### config.mk
export PLATFORM = sky130hd
export DESIGN_NAME = grid_rect_bitmap_allocator
export DESIGN_NICKNAME = d
export VERILOG_FILES = /design/src/rtl/grba_pkg.sv /design/src/rtl/grba_ctrl.sv /design/src/rtl/grba_dp.sv /design/src/rtl/grid_rect_bitmap_allocator.sv
export SDC_FILE = /design/constraint.sdc
export NUM_CORES = 1
export LEC_CHECK = 0
export BUFFER_PORTS_ARGS = -buffer_cell sky130_fd_sc_hd__buf_2
export CAP_MARGIN = 20
export CORE_MARGIN = 8
export CORE_UTILIZATION = 59
export CTS_CLUSTER_DIAMETER = 60
export DETAILED_ROUTE_END_ITERATION = 10
export PLACE_DENSITY = 0.79
export SYNTH_ARGS = -nofsm -noshare
export SYNTH_HDL_FRONTEND = slang
export SYNTH_SLANG_ARGS = --single-unit
### constraint.sdc
create_clock -name clk -period 11.1 [get_ports clk]
set_clock_uncertainty 0.1 [all_clocks]
set_input_delay 2.22 -clock clk [delete_from_list [all_inputs] [get_ports clk]]
set_output_delay 2.22 -clock clk [all_outputs]
set_load 0.01 [all_outputs]
### src/rtl/grba_pkg.sv
`default_nettype none
package grba_pkg;

  // grid size limits
  localparam int MAX_COLS = 16;
  localparam int MAX_ROWS = 16;

  // row index, free-row run counter and extended compare widths
  localparam int RW   = (MAX_ROWS > 1) ? $clog2(MAX_ROWS) : 1;
  localparam int RUNW = $clog2(MAX_ROWS + 1);
  localparam int EW   = 8;

  // field widths
  localparam int FUNCW  = 3;
  localparam int XW     = 4;
  localparam int YW     = 4;
  localparam int SZW    = 5;
  localparam int CFGW   = 5;
  localparam int CFG_IW = 1;

  // config register indexes and reset values
  localparam logic [CFG_IW-1:0] REG_GRID_COLS = CFG_IW'(0);
  localparam logic [CFG_IW-1:0] REG_GRID_ROWS = CFG_IW'(1);
  localparam logic [CFGW-1:0]   GRID_COLS_RST = CFGW'(16);
  localparam logic [CFGW-1:0]   GRID_ROWS_RST = CFGW'(16);

  typedef enum logic [2:0] {
    F_CLEAR   = 3'd0,
    F_ALLOC   = 3'd1,
    F_QUERY   = 3'd2,
    F_PLACE   = 3'd3,
    F_RELEASE = 3'd4,
    F_MOVE    = 3'd5
  } func_t;

  typedef enum logic [1:0] {
    ST_OK      = 2'd0,
    ST_OOB     = 2'd1,
    ST_BLOCKED = 2'd2,
    ST_NOFIT   = 2'd3
  } status_t;

  // which rectangle a row pass works on
  typedef enum logic [1:0] {
    SEL_OLD,
    SEL_NEW,
    SEL_FOUND
  } rsel_t;

  typedef enum logic [2:0] {
    S_IDLE,
    S_DECODE,
    S_UNPAINT,
    S_TEST,
    S_PAINT,
    S_SCAN,
    S_DONE
  } state_t;

  // controller -> datapath
  typedef struct packed {
    logic    load;
    logic    clear;
    logic    start;
    logic    start_scan;
    rsel_t   start_sel;
    rsel_t   sel;
    logic    paint_set;
    logic    paint_clr;
    logic    test_en;
    logic    scan_en;
    logic    emit;
    status_t emit_st;
    logic    emit_pos;
  } cmd_t;

  // datapath -> controller
  typedef struct packed {
    logic [FUNCW-1:0] func;
    logic             oob_old;
    logic             oob_new;
    logic             alloc_zero;
    logic             alloc_big;
    logic             hit_any;
    logic             found;
    logic             paint_last;
    logic             test_last;
    logic             scan_last;
  } sts_t;

  // columns c with lo <= c < hi and c < lim
  function automatic logic [MAX_COLS-1:0] col_mask(input logic [EW-1:0] lo,
                                                   input logic [EW-1:0] hi,
                                                   input logic [EW-1:0] lim);
    logic [MAX_COLS-1:0] m;
    for (int i = 0; i < MAX_COLS; i++) begin
      m[i] = (EW'(i) >= lo) && (EW'(i) < hi) && (EW'(i) < lim);
    end
    return m;
  endfunction

endpackage
`default_nettype wire

### src/rtl/grba_ctrl.sv
`default_nettype none
module grba_ctrl
  import grba_pkg::*;
(
  input  wire logic clk,
  input  wire logic rst_n,
  input  wire logic start,
  output logic      busy,
  input  wire sts_t sts,
  output cmd_t      cmd
);

  state_t  state_r, state_nxt;
  status_t st_r, st_nxt;
  rsel_t   sel_r, sel_nxt;

  always_ff @(posedge clk) begin
    if (!rst_n) begin
      state_r <= S_IDLE;
      st_r    <= ST_OK;
      sel_r   <= SEL_OLD;
    end else begin
      state_r <= state_nxt;
      st_r    <= st_nxt;
      sel_r   <= sel_nxt;
    end
  end

  // next state, pending status and rectangle of the next pass
  always_comb begin
    state_nxt = state_r;
    st_nxt    = st_r;
    sel_nxt   = sel_r;
    case (state_r)
      S_IDLE: begin
        if (start) begin
          state_nxt = S_DECODE;
        end
      end
      S_DECODE: begin
        case (sts.func)
          F_CLEAR: begin
            st_nxt    = ST_OK;
            state_nxt = S_DONE;
          end
          F_ALLOC: begin
            if (sts.alloc_zero) begin
              st_nxt    = ST_OOB;
              state_nxt = S_DONE;
            end else if (sts.alloc_big) begin
              st_nxt    = ST_NOFIT;
              state_nxt = S_DONE;
            end else begin
              st_nxt    = ST_NOFIT;
              state_nxt = S_SCAN;
            end
          end
          F_QUERY, F_PLACE: begin
            sel_nxt = SEL_OLD;
            if (sts.oob_old) begin
              st_nxt    = ST_OOB;
              state_nxt = S_DONE;
            end else begin
              st_nxt    = ST_OK;
              state_nxt = S_TEST;
            end
          end
          F_RELEASE, F_MOVE: begin
            sel_nxt   = SEL_OLD;
            st_nxt    = ST_OK;
            state_nxt = S_UNPAINT;
          end
          default: begin
            st_nxt    = ST_OK;
            state_nxt = S_DONE;
          end
        endcase
      end
      S_UNPAINT: begin
        if (sts.paint_last) begin
          if (sts.func == F_MOVE) begin
            if (sts.oob_new) begin
              // restore old spot
              st_nxt    = ST_OOB;
              sel_nxt   = SEL_OLD;
              state_nxt = S_PAINT;
            end else begin
              sel_nxt   = SEL_NEW;
              state_nxt = S_TEST;
            end
          end else begin
            state_nxt = S_DONE;
          end
        end
      end
      S_TEST: begin
        if (sts.test_last) begin
          if (sts.hit_any) begin
            st_nxt = ST_BLOCKED;
            if (sts.func == F_MOVE) begin
              sel_nxt   = SEL_OLD;
              state_nxt = S_PAINT;
            end else begin
              state_nxt = S_DONE;
            end
          end else begin
            st_nxt = ST_OK;
            if (sts.func == F_PLACE || sts.func == F_MOVE) begin
              state_nxt = S_PAINT;
            end else begin
              state_nxt = S_DONE;
            end
          end
        end
      end
      S_PAINT: begin
        if (sts.paint_last) begin
          state_nxt = S_DONE;
        end
      end
      S_SCAN: begin
        if (sts.found) begin
          st_nxt    = ST_OK;
          sel_nxt   = SEL_FOUND;
          state_nxt = S_PAINT;
        end else if (sts.scan_last) begin
          st_nxt    = ST_NOFIT;
          state_nxt = S_DONE;
        end
      end
      S_DONE: begin
        state_nxt = S_IDLE;
      end
      default: begin
        state_nxt = S_IDLE;
      end
    endcase
  end

  // datapath commands
  always_comb begin
    cmd            = '0;
    cmd.load       = (state_r == S_IDLE) && start;
    cmd.clear      = (state_r == S_DECODE) && (sts.func == F_CLEAR);
    cmd.sel        = sel_r;
    cmd.paint_clr  = (state_r == S_UNPAINT);
    cmd.test_en    = (state_r == S_TEST);
    cmd.paint_set  = (state_r == S_PAINT);
    cmd.scan_en    = (state_r == S_SCAN);
    cmd.start      = (state_nxt != state_r) &&
                     (state_nxt inside {S_UNPAINT, S_TEST, S_PAINT, S_SCAN});
    cmd.start_sel  = sel_nxt;
    cmd.start_scan = (state_nxt == S_SCAN) && (state_r != S_SCAN);
    cmd.emit       = (state_r == S_DONE);
    cmd.emit_st    = st_r;
    cmd.emit_pos   = (sts.func == F_ALLOC) && (st_r == ST_OK);
  end

  assign busy = (state_r != S_IDLE);

endmodule
`default_nettype wire

### src/rtl/grba_dp.sv
`default_nettype none
module grba_dp
  import grba_pkg::*;
(
  input  wire logic              clk,
  input  wire logic              rst_n,
  input  wire logic [FUNCW-1:0]  in_func,
  input  wire logic [XW-1:0]     in_pos_x,
  input  wire logic [YW-1:0]     in_pos_y,
  input  wire logic [SZW-1:0]    in_rect_w,
  input  wire logic [SZW-1:0]    in_rect_h,
  input  wire logic [XW-1:0]     in_new_x,
  input  wire logic [YW-1:0]     in_new_y,
  input  wire logic              cfg_valid,
  output logic                   cfg_ready,
  input  wire logic [CFG_IW-1:0] cfg_index,
  input  wire logic [CFGW-1:0]   cfg_data,
  input  wire cmd_t              cmd,
  output sts_t                   sts,
  output logic                   out_valid,
  output logic [1:0]             out_status,
  output logic [XW-1:0]          out_x,
  output logic [YW-1:0]          out_y
);

  // latched item
  logic [FUNCW-1:0] func_r;
  logic [XW-1:0]    px_r, nx_r;
  logic [YW-1:0]    py_r, ny_r;
  logic [SZW-1:0]   w_r, h_r;

  // config and grid
  logic [CFGW-1:0]     cols_cfg_r, rows_cfg_r;
  logic [MAX_COLS-1:0] occ_r [MAX_ROWS];

  // row walker and scan state
  logic [RW-1:0]   r_r;
  logic            blocked_r;
  logic [RUNW-1:0] run_r   [MAX_COLS];
  logic [RUNW-1:0] run_nxt [MAX_COLS];
  logic [XW-1:0]   fx_r;
  logic [YW-1:0]   fy_r;

  logic          out_valid_r;
  status_t       out_status_r;
  logic [XW-1:0] out_x_r;
  logic [YW-1:0] out_y_r;

  logic [EW-1:0]       cols_e, rows_e, w_e, h_e, r_e;
  logic [EW-1:0]       sx, sy, ye, st_y;
  logic [MAX_COLS-1:0] row_rd, m_sel, free_v, fits;
  logic                row_hit, paint_active, found_now;
  logic [XW-1:0]       fx_now;
  logic [YW-1:0]       fy_now;

  assign cfg_ready = 1'b1;

  // grid size in use, clamped to 1..MAX
  always_comb begin
    if (cols_cfg_r == '0) begin
      cols_e = EW'(1);
    end else if (EW'(cols_cfg_r) > EW'(MAX_COLS)) begin
      cols_e = EW'(MAX_COLS);
    end else begin
      cols_e = EW'(cols_cfg_r);
    end
    if (rows_cfg_r == '0) begin
      rows_e = EW'(1);
    end else if (EW'(rows_cfg_r) > EW'(MAX_ROWS)) begin
      rows_e = EW'(MAX_ROWS);
    end else begin
      rows_e = EW'(rows_cfg_r);
    end
  end

  assign w_e = EW'(w_r);
  assign h_e = EW'(h_r);
  assign r_e = EW'(r_r);

  // rectangle of the current pass
  always_comb begin
    case (cmd.sel)
      SEL_OLD: begin
        sx = EW'(px_r);
        sy = EW'(py_r);
      end
      SEL_NEW: begin
        sx = EW'(nx_r);
        sy = EW'(ny_r);
      end
      SEL_FOUND: begin
        sx = EW'(fx_r);
        sy = EW'(fy_r);
      end
      default: begin
        sx = EW'(px_r);
        sy = EW'(py_r);
      end
    endcase
  end

  // first row of the next pass
  always_comb begin
    case (cmd.start_sel)
      SEL_OLD:   st_y = EW'(py_r);
      SEL_NEW:   st_y = EW'(ny_r);
      SEL_FOUND: st_y = EW'(fy_now);
      default:   st_y = EW'(py_r);
    endcase
  end

  // current row: overlap test and paint window
  assign ye           = sy + h_e;
  assign row_rd       = occ_r[r_r];
  assign m_sel        = col_mask(sx, sx + w_e, cols_e);
  assign row_hit      = |(row_rd & m_sel);
  assign paint_active = (r_e < ye) && (r_e < rows_e);

  // first-fit scan: per-column count of free rows ending at this row
  always_comb begin
    for (int c = 0; c < MAX_COLS; c++) begin
      run_nxt[c] = row_rd[c] ? '0 : run_r[c] + RUNW'(1);
      free_v[c]  = (EW'(run_nxt[c]) >= h_e);
    end
    for (int c = 0; c < MAX_COLS; c++) begin
      fits[c] = (EW'(c) + w_e <= cols_e) &&
                ((~free_v & col_mask(EW'(c), EW'(c) + w_e, cols_e)) == '0);
    end
    found_now = 1'b0;
    fx_now    = '0;
    for (int c = MAX_COLS - 1; c >= 0; c--) begin
      if (fits[c]) begin
        found_now = 1'b1;
        fx_now    = XW'(c);
      end
    end
    fy_now = YW'(r_e + EW'(1) - h_e);
  end

  // status to the controller
  always_comb begin
    sts            = '0;
    sts.func       = func_r;
    sts.oob_old    = (w_r == '0) || (h_r == '0) ||
                     (EW'(px_r) + w_e > cols_e) || (EW'(py_r) + h_e > rows_e);
    sts.oob_new    = (w_r == '0) || (h_r == '0) ||
                     (EW'(nx_r) + w_e > cols_e) || (EW'(ny_r) + h_e > rows_e);
    sts.alloc_zero = (w_r == '0) || (h_r == '0);
    sts.alloc_big  = (w_e > cols_e) || (h_e > rows_e);
    sts.hit_any    = blocked_r | row_hit;
    sts.found      = found_now;
    sts.paint_last = !((r_e + EW'(1) < ye) && (r_e + EW'(1) < rows_e));
    sts.test_last  = (r_e + EW'(1) == ye);
    sts.scan_last  = (r_e + EW'(1) == rows_e);
  end

  // config, grid, walker and strobe
  always_ff @(posedge clk) begin
    if (!rst_n) begin
      cols_cfg_r  <= GRID_COLS_RST;
      rows_cfg_r  <= GRID_ROWS_RST;
      r_r         <= '0;
      blocked_r   <= 1'b0;
      out_valid_r <= 1'b0;
      for (int i = 0; i < MAX_ROWS; i++) begin
        occ_r[i] <= '0;
      end
      for (int c = 0; c < MAX_COLS; c++) begin
        run_r[c] <= '0;
      end
    end else begin
      out_valid_r <= cmd.emit;
      if (cfg_valid && cfg_ready) begin
        if (cfg_index == REG_GRID_COLS) begin
          cols_cfg_r <= cfg_data;
        end
        if (cfg_index == REG_GRID_ROWS) begin
          rows_cfg_r <= cfg_data;
        end
      end
      if (cmd.clear) begin
        for (int i = 0; i < MAX_ROWS; i++) begin
          occ_r[i] <= '0;
        end
      end else if (paint_active && cmd.paint_set) begin
        occ_r[r_r] <= row_rd | m_sel;
      end else if (paint_active && cmd.paint_clr) begin
        occ_r[r_r] <= row_rd & ~m_sel;
      end
      if (cmd.start) begin
        r_r       <= cmd.start_scan ? '0 : RW'(st_y);
        blocked_r <= 1'b0;
        if (cmd.start_scan) begin
          for (int c = 0; c < MAX_COLS; c++) begin
            run_r[c] <= '0;
          end
        end
      end else if (cmd.paint_set || cmd.paint_clr || cmd.test_en || cmd.scan_en) begin
        r_r <= r_r + RW'(1);
        if (cmd.test_en) begin
          blocked_r <= blocked_r | row_hit;
        end
        if (cmd.scan_en) begin
          run_r <= run_nxt;
        end
      end
    end
  end

  // item, found spot and result payload
  always_ff @(posedge clk) begin
    if (cmd.load) begin
      func_r <= in_func;
      px_r   <= in_pos_x;
      py_r   <= in_pos_y;
      w_r    <= in_rect_w;
      h_r    <= in_rect_h;
      nx_r   <= in_new_x;
      ny_r   <= in_new_y;
    end
    if (cmd.scan_en && found_now) begin
      fx_r <= fx_now;
      fy_r <= fy_now;
    end
    if (cmd.emit) begin
      out_status_r <= cmd.emit_st;
      out_x_r      <= cmd.emit_pos ? fx_r : '0;
      out_y_r      <= cmd.emit_pos ? fy_r : '0;
    end
  end

  assign out_valid  = out_valid_r;
  assign out_status = out_status_r;
  assign out_x      = out_x_r;
  assign out_y      = out_y_r;

endmodule
`default_nettype wire

### src/rtl/grid_rect_bitmap_allocator.sv
// Rectangle allocator over an occupancy bitmap of up to 16 x 16 cells, one
// register word per row. An item is taken when start is high and busy is low;
// exactly one result follows as a single-cycle out_valid strobe that the
// receiver cannot hold off, so it must be captured on that cycle. Every
// operation but clear walks the grid one row per cycle through a single row
// read/write port, clear empties every row at once. Query, place, release
// and move walk the rows of their rectangles; first-fit allocate scans rows
// until a fit is found or the last row in use is reached.
// Allocate keeps a free-row run count per column so each scanned row tests
// every column window at once. Config writes are always ready and are to be
// issued only while busy is low and no result is pending; changing the grid
// size does not clear the bitmap.
`default_nettype none
module grid_rect_bitmap_allocator
  import grba_pkg::*;
(
  input  wire logic              clk,
  input  wire logic              rst_n,
  input  wire logic              start,
  output logic                   busy,
  input  wire logic [FUNCW-1:0]  in_func,
  input  wire logic [XW-1:0]     in_pos_x,
  input  wire logic [YW-1:0]     in_pos_y,
  input  wire logic [SZW-1:0]    in_rect_w,
  input  wire logic [SZW-1:0]    in_rect_h,
  input  wire logic [XW-1:0]     in_new_x,
  input  wire logic [YW-1:0]     in_new_y,
  input  wire logic              cfg_valid,
  output logic                   cfg_ready,
  input  wire logic [CFG_IW-1:0] cfg_index,
  input  wire logic [CFGW-1:0]   cfg_data,
  output logic                   out_valid,
  output logic [1:0]             out_status,
  output logic [XW-1:0]          out_x,
  output logic [YW-1:0]          out_y
);

  cmd_t cmd;
  sts_t sts;

  grba_ctrl u_ctrl (
    .clk   (clk),
    .rst_n (rst_n),
    .start (start),
    .busy  (busy),
    .sts   (sts),
    .cmd   (cmd)
  );

  grba_dp u_dp (
    .clk        (clk),
    .rst_n      (rst_n),
    .in_func    (in_func),
    .in_pos_x   (in_pos_x),
    .in_pos_y   (in_pos_y),
    .in_rect_w  (in_rect_w),
    .in_rect_h  (in_rect_h),
    .in_new_x   (in_new_x),
    .in_new_y   (in_new_y),
    .cfg_valid  (cfg_valid),
    .cfg_ready  (cfg_ready),
    .cfg_index  (cfg_index),
    .cfg_data   (cfg_data),
    .cmd        (cmd),
    .sts        (sts),
    .out_valid  (out_valid),
    .out_status (out_status),
    .out_x      (out_x),
    .out_y      (out_y)
  );

endmodule
`default_nettype wire

==> reports/results.ini, run 1 <==
[synth]
synth_cell_types=95
netlist_area_um2=26800
async_flop_share=0
synth_edf_count=303
synth_top_cell_by_area=edfxtp_1
ys_top_cells_by_area=edfxtp_1, ha_1, dfxtp_1
avgSynthCellArea_um2=9.91
synth_top_area_share=0.340
ys_seq_elements=410
synthesis.instances=2701
ys_seq_area_frac=0.420
dominantRegCellSynth=edfxtp_1
ys_warn_count=0
synthesis.nets=2989

[finish]
fin_nets=2997
layout_common_cells=nor2_1, edfxtp_1, ha_1
drive_gt1_frac=0.105
layout_commonest_cell=nor2_1
n_antenna_cell=0
area_growth_pct=8.30
final_cell_area_um2=29000

[routing]
ant_nets=0
drt-initial-drc-count=2690
vias=22600
drc=0
drt_pre_antenna_iters=8
viasPerCell=6.77
wl_per_cell_um=25.2
wirelength_um=84300

[clock_tree]
cts_root_buf=clkbuf_16
cts-resized-gates=0
h-tree-depth=2
holdBufCountCts=0
path_clk_slew_ps=60
clk_latency_ps=610
cts_buffers=44
cts.sinks=410
cts_tree=done
cts_buffer_depth=3
cts_setup_buffers=0

[power]
power_per_cell_area_nw_per_um2=242
power.leakage_uw=0.0115
switching_share=0.441
combPwrFrac=0.502
netSwitchingPower_uw=3090
pwr-share-clk=0.218
p_int_uw=3920
p_seq_frac=0.280
peakVddDrop_v=0.000201

[timing]
relSlewSlack=0.212
clock.fmax_mhz=127
hold_violations=0
period_minus_slack_ps=7870
slew_violations=0
worst_slew_pin_slew_ps=1180
fin_crit_sh=0.709
rsz0062_at_grt=no
fin_tns_setup_ps=0
setup_viol=0

[die]
die-area_um2=52400
die_height_um=229
core_area_um2=45100
chipWidth_um=229
io_pins=52
initial_utilization=0.593
rows=78

[flow_run]
drv_cap=0

[setup_path]
critPathLaunchType=flip-flop
r2r_slack_ps=3230
cp-end-kind=flip-flop
path_class=flip-flop to flip-flop
worstPathRequired_ps=11500
arrival_ps=8260
reg2reg_depth=23
cp_max_fo=59

[placed_design]
dpl.hpwl_um=59100
postPlaceCellArea_um2=27500
place.gp.congestion=0.966
port_buffers=50

[global_routing]
grt_pass1_vias=21900
grt_overflow=0
grt_pass1_wl_um=127000
grt_usage=0.308
antenna_found_initial=0
grt_max_degree=90

[run_status]
status=complete, no violations

[worst_hold_path]
hold_class=flip-flop to flip-flop

-- flip-flops by register name, indices dropped and copies added, names as in the netlist, 5 cells and up, named ones only --
| name | flops |
|---|---|
| u_dp.occ_r | 256 |
| u_dp.run_r | 80 |
| u_dp.cols_cfg_r | 5 |
| u_dp.h_r | 5 |
| u_dp.rows_cfg_r | 5 |
| u_dp.w_r | 5 |
-- worst max-delay path: stages, from the launching register on --
cell,delay [ps]
dfxtp_4,940
buf_4,530
mux4_2,570
mux4_2,600
or2_2,330
ha_1,260
nand2b_1,150
a2111oi_2,470
o21ai_1,130
buf_4,210
o311ai_0,350
a211oi_1,150
nor4_1,420
and4b_1,340
and2_1,210
and3_2,190
buf_4,520
o21ai_1,170
nand2_1,130
inv_1,50
ha_1,370
o21ai_0,190
nand3_1,120
mux2i_1,200
-- per-stage QoR --
stage | instances | power, µW | hold slack [ps] | utilization | worst slack, ps
finish | 3344 | 7010 | 364 | 0.643 | 3230
global route | 3344 | 7320 | 376 | 0.643 | 2590
CTS | 3343 | 6910 | 360 | 0.642 | 3250
detailed placement | 3262 | 5380 | 352 | 0.609 | 3260
global placement | 3261 | 5270 | 347 | 0.609 | 3390
floorplan | 2701 | 4330 | 326 | - | 5250
-- synth_stat cells, types with 21 or more instances --
library cell	n
clkbuf_1	81
a211oi_1	26
o21ai_0	94
dfxtp_1	107
nor2_1	429
inv_1	77
a21o_1	34
a21oi_1	178
a31oi_1	41
a22oi_1	23
buf_2	31
o21a_1	30
mux4_2	55
or2_2	26
nand3_1	134
edfxtp_1	303
ha_1	241
mux2i_1	45
and2_1	21
xor2_1	40
xnor2_1	46
nand2_1	231
nor2b_1	50
-- power by group through the flow --
stage	sequential (µW)	clock, µW	combinational (µW)
2_1_floorplan	1920	0	2410
3_3_place_gp	1980	0	3290
3_5_place_dp	1990	0	3390
4_1_cts	1960	1530	3430
5_1_grt	1980	1580	3760
6_report	1960	1530	3520
-- worst min-delay path by stage --
stage	startpoint	endpoint	slack (ps)	cells past startpoint
final	u_dp.run_r[4]	u_dp.run_r[4]	360	2
after global routing	u_dp.run_r[4]	u_dp.run_r[4]	380	2
after CTS	u_dp.run_r[4]	u_dp.run_r[4]	360	2
after detailed placement	u_dp.run_r[4]	u_dp.run_r[4]	350	2
after global placement	u_dp.run_r[4]	u_dp.run_r[4]	350	2
after floorplan	u_ctrl.st_r[1]	u_dp.out_status[1]	330	0
-- routing by layer --
layer,vias up,part of all wire,global-route usage,routed length (µm)
li1,9980,-,-,-
met1,10900,0.38,0.395,32100
met2,1448,0.47,0.508,39600
met3,333,0.096,0.0467,8130
met4,0,0.053,0.150,4460
met5,-,0,0,0
-- logic make-up after synthesis --
logic type | after synthesis | share of synthesized area
compound gates | 603 | 0.148
xor+xnor | 90 | 0.0306
fa+ha+maj | 250 | 0.119
buf+inv | 222 | 0.0375
flops | 410 | 0.420
mux | 111 | 0.0728
other cells | 1 | 0.000140
simple gates | 1014 | 0.172
-- cell type report --
cell class / count / area [µm²]
timing repair buffer: 100 / 629
multi-input combinational: 2069 / 14500
inverter: 84 / 315
clock buffer: 52 / 1140
clock inverter: 29 / 369
fill: 3478 / 16100
tap: 600 / 751
sequential: 410 / 11200
(Power assumes the default switching activity.)
==> run 2: changes to the inputs <==
==> constraint.sdc (replaced) <==
create_clock -name clk -period 7.9 [get_ports clk]
set_clock_uncertainty 0.1 [all_clocks]
set_input_delay 1.58 -clock clk [delete_from_list [all_inputs] [get_ports clk]]
set_output_delay 1.58 -clock clk [all_outputs]
set_load 0.01 [all_outputs]
==> run 2 against run 1 <==
Total power rose by 41%; combinational power rose by 41%; cell area rose by 0.28%; critical path depth fell by 2; utilization rose by 0.18 points; die area did not move; flip-flop and latch count did not move.
==> reports/results.ini, run 2 (synthesis gave the netlist of run 1 again) <==
[placed_design]
dpl.hpwl_um=60800  ; was 59100 µm
port_buffers=50  ; unchanged
place.gp.congestion=1.01  ; was 0.966
placedCellCount=3268  ; was 3262

[power]
switching_share=0.445  ; was 0.441
total_power_uw=9870  ; was 7010 µW
combPwrFrac=0.503  ; was 0.502
p_int_uw=5480  ; was 3920 µW
p_seq_frac=0.282  ; was 0.280
peakVddDrop_v=0.000233  ; was 0.000201 V
pwr-share-clk=0.214  ; was 0.218
power_per_cell_area_nw_per_um2=340  ; was 242 nW/µm²
netSwitchingPower_uw=4390  ; was 3090 µW
power.leakage_uw=0.0115  ; about the same

[timing]
worst_slew_pin_slew_ps=1190  ; was 1180 ps
clock.fmax_mhz=140  ; was 127 MHz
relSlewSlack=0.201  ; was 0.212
period_minus_slack_ps=7150  ; was 7870 ps
fin_crit_sh=0.905  ; was 0.709
fin_tns_setup_ps=0  ; unchanged
setup_viol=0  ; unchanged
hold_violations=0  ; unchanged
slew_violations=0  ; unchanged
rsz0062_at_grt=no  ; unchanged

[routing]
drt_pre_antenna_iters=9  ; was 8
ant_nets=0  ; unchanged
viasPerCell=6.76  ; was 6.77
drt-initial-drc-count=2511  ; was 2690
wl_per_cell_um=25.6  ; was 25.2 µm
drc=0  ; unchanged
wirelength_um=85800  ; was 84300 µm
vias=22700  ; was 22600

[die]
die-area_um2=52400  ; unchanged
io_pins=52  ; unchanged
rows=78  ; unchanged
initial_utilization=0.593  ; unchanged
die_height_um=229  ; unchanged
chipWidth_um=229  ; unchanged
core_area_um2=45100  ; unchanged

[global_routing]
grt_max_degree=81  ; was 90
grt_usage=0.316  ; was 0.308
grt_overflow=0  ; unchanged
grt_pass1_wl_um=130000  ; was 127000 µm
antenna_found_initial=1  ; was 0
grt_pass1_vias=22200  ; was 21900

[finish]
instances_no_fill=3354  ; was 3344
layout_commonest_cell=nor2_1  ; unchanged
drive_gt1_frac=0.108  ; was 0.105
largest-register=u_dp.occ_r  ; unchanged
layout_common_cells=nor2_1, edfxtp_1, ha_1  ; unchanged
fin_nets=3005  ; was 2997
nFillCells=3563  ; was 3478
n_antenna_cell=0  ; unchanged
area_growth_pct=8.60  ; was 8.30%
final_util=0.644  ; was 0.643
reg.largest.list=u_dp.occ_r (256), u_dp.run_r (80)  ; unchanged
largest_register_ffs=256  ; unchanged

[setup_path]
reg2reg_depth=21  ; was 23
cp-end-kind=flip-flop  ; unchanged
critPathBufInv=3  ; was 4
path_cells=buf_4 -> mux4_2 -> mux4_2 -> or2_2 -> ha_1 -> nor2b_1 -> o21ai_0 -> a21oi_2 -> a21boi_0 -> or4_1 -> nor3_1 -> nor4_4 -> and3_1 -> nor2_1 -> buf_4 -> nor2b_1 -> inv_1 -> ha_1 -> o21ai_0 -> nand3_1 -> mux2i_1  ; was buf_4 -> mux4_2 -> mux4_2 -> or2_2 -> ha_1 -> nand2b_1 -> a2111oi_2 -> o21ai_1 -> buf_4 -> o311ai_0 -> a211oi_1 -> nor4_1 -> and4b_1 -> and2_1 -> and3_2 -> buf_4 -> o21ai_1 -> nand2_1 -> inv_1 -> ha_1 -> o21ai_0 -> nand3_1 -> mux2i_1
critPathLaunchType=flip-flop  ; unchanged
critPathTopFamily=simple AND/OR/NAND/NOR gates  ; unchanged
path_class=flip-flop to flip-flop  ; unchanged
cpPeakStageDelay_ps=740  ; was 940 ps
r2r_slack_ps=750  ; was 3230 ps
arrival_ps=7550  ; was 8260 ps
worstPathRequired_ps=8300  ; was 11500 ps
cp_max_fo=32  ; was 59
cpMaxStageDelayCell=dfxtp_4  ; unchanged

[worst_hold_path]
hold_start=u_dp.run_r[24]  ; was u_dp.run_r[4]
hold_depth=2  ; unchanged
hold_class=flip-flop to flip-flop  ; unchanged
whs_endpoint=u_dp.run_r[24]  ; was u_dp.run_r[4]

[clock_tree]
h-tree-depth=2  ; unchanged
cts_buffers=45  ; was 44
cts_buffer_depth=3  ; unchanged
cts_tree=done  ; unchanged
path_clk_slew_ps=60  ; about the same
cts.sinks=410  ; unchanged
cts-resized-gates=0  ; unchanged
cts_setup_buffers=0  ; unchanged
holdBufCountCts=0  ; unchanged
clk_latency_ps=620  ; was 610 ps
cts_root_buf=clkbuf_16  ; unchanged

[run_status]
status=complete, no violations  ; unchanged

[flow_run]
drv_cap=0  ; unchanged

## run 2: changes by cell type in the layout (fill, tap and decap cells not counted), moves of 2 or more
cell	delta
clkbuf_1	+2
buf_4	+5
buf_12	+2
bufinv_16	-2
## run 2: power by group through the flow
stage          logic [µW]  registers [µW]  clock network (µW)
2_1_floorplan        3390            2690                   0
3_3_place_gp         4670            2810                   0
3_5_place_dp         4800            2820                   0
4_1_cts              4830            2780                2120
5_1_grt              5330            2800                2200
6_report             4970            2790                2110
## run 2: per-stage QoR
stage                     cell area [µm²]  setup WS, ps  hold WS, ps
after CTS                           29000           930          363
after global placement              27500          1120          346
after floorplan                     26800          2050          326
final                               29100           754          362
after global routing                29100           467          375
after detailed placement            27500           976          353
## run 2: cell type report
cell class	count	area (µm²)	share of cell area
Clock inverter	30	330	0.0114
Multi-Input combinational cell	2069	14500	0.500
Tap cell	600	751	0.0258
Timing Repair Buffer	107	723	0.0249
Clock buffer	54	1160	0.0399
Inverter	84	315	0.0109
Sequential cell	410	11200	0.387
## run 2: metal layers
layer | global-route usage | routed length, µm
met1 | 0.386 | 32100
met2 | 0.517 | 40300
met3 | 0.0609 | 8070
met4 | 0.184 | 5310
met5 | 0 | 13
## run 2: how the worst max path moves through the flow
stage / from / end / slack [ps] / cells past startpoint
after floorplan: flip-flop / flip-flop / 2050 / 26
after global placement: flip-flop / flip-flop / 1120 / 21
after detailed placement: flip-flop / flip-flop / 980 / 21
after CTS: flip-flop / flip-flop / 930 / 21
after global routing: flip-flop / flip-flop / 470 / 21
final: flip-flop / flip-flop / 750 / 21
## run 2: worst reg2reg max path, cell delays in order, from the launching register on
cell and delay (ps):
dfxtp_4 740, buf_4 430, mux4_2 580, mux4_2 590, or2_2 340, ha_1 290, nor2b_1 40, o21ai_0 380
a21oi_2 350, a21boi_0 230, or4_1 540, nor3_1 700, nor4_4 160, and3_1 270, nor2_1 90, buf_4 190
nor2b_1 100, inv_1 60, ha_1 290, o21ai_0 220, nand3_1 160, mux2i_1 200
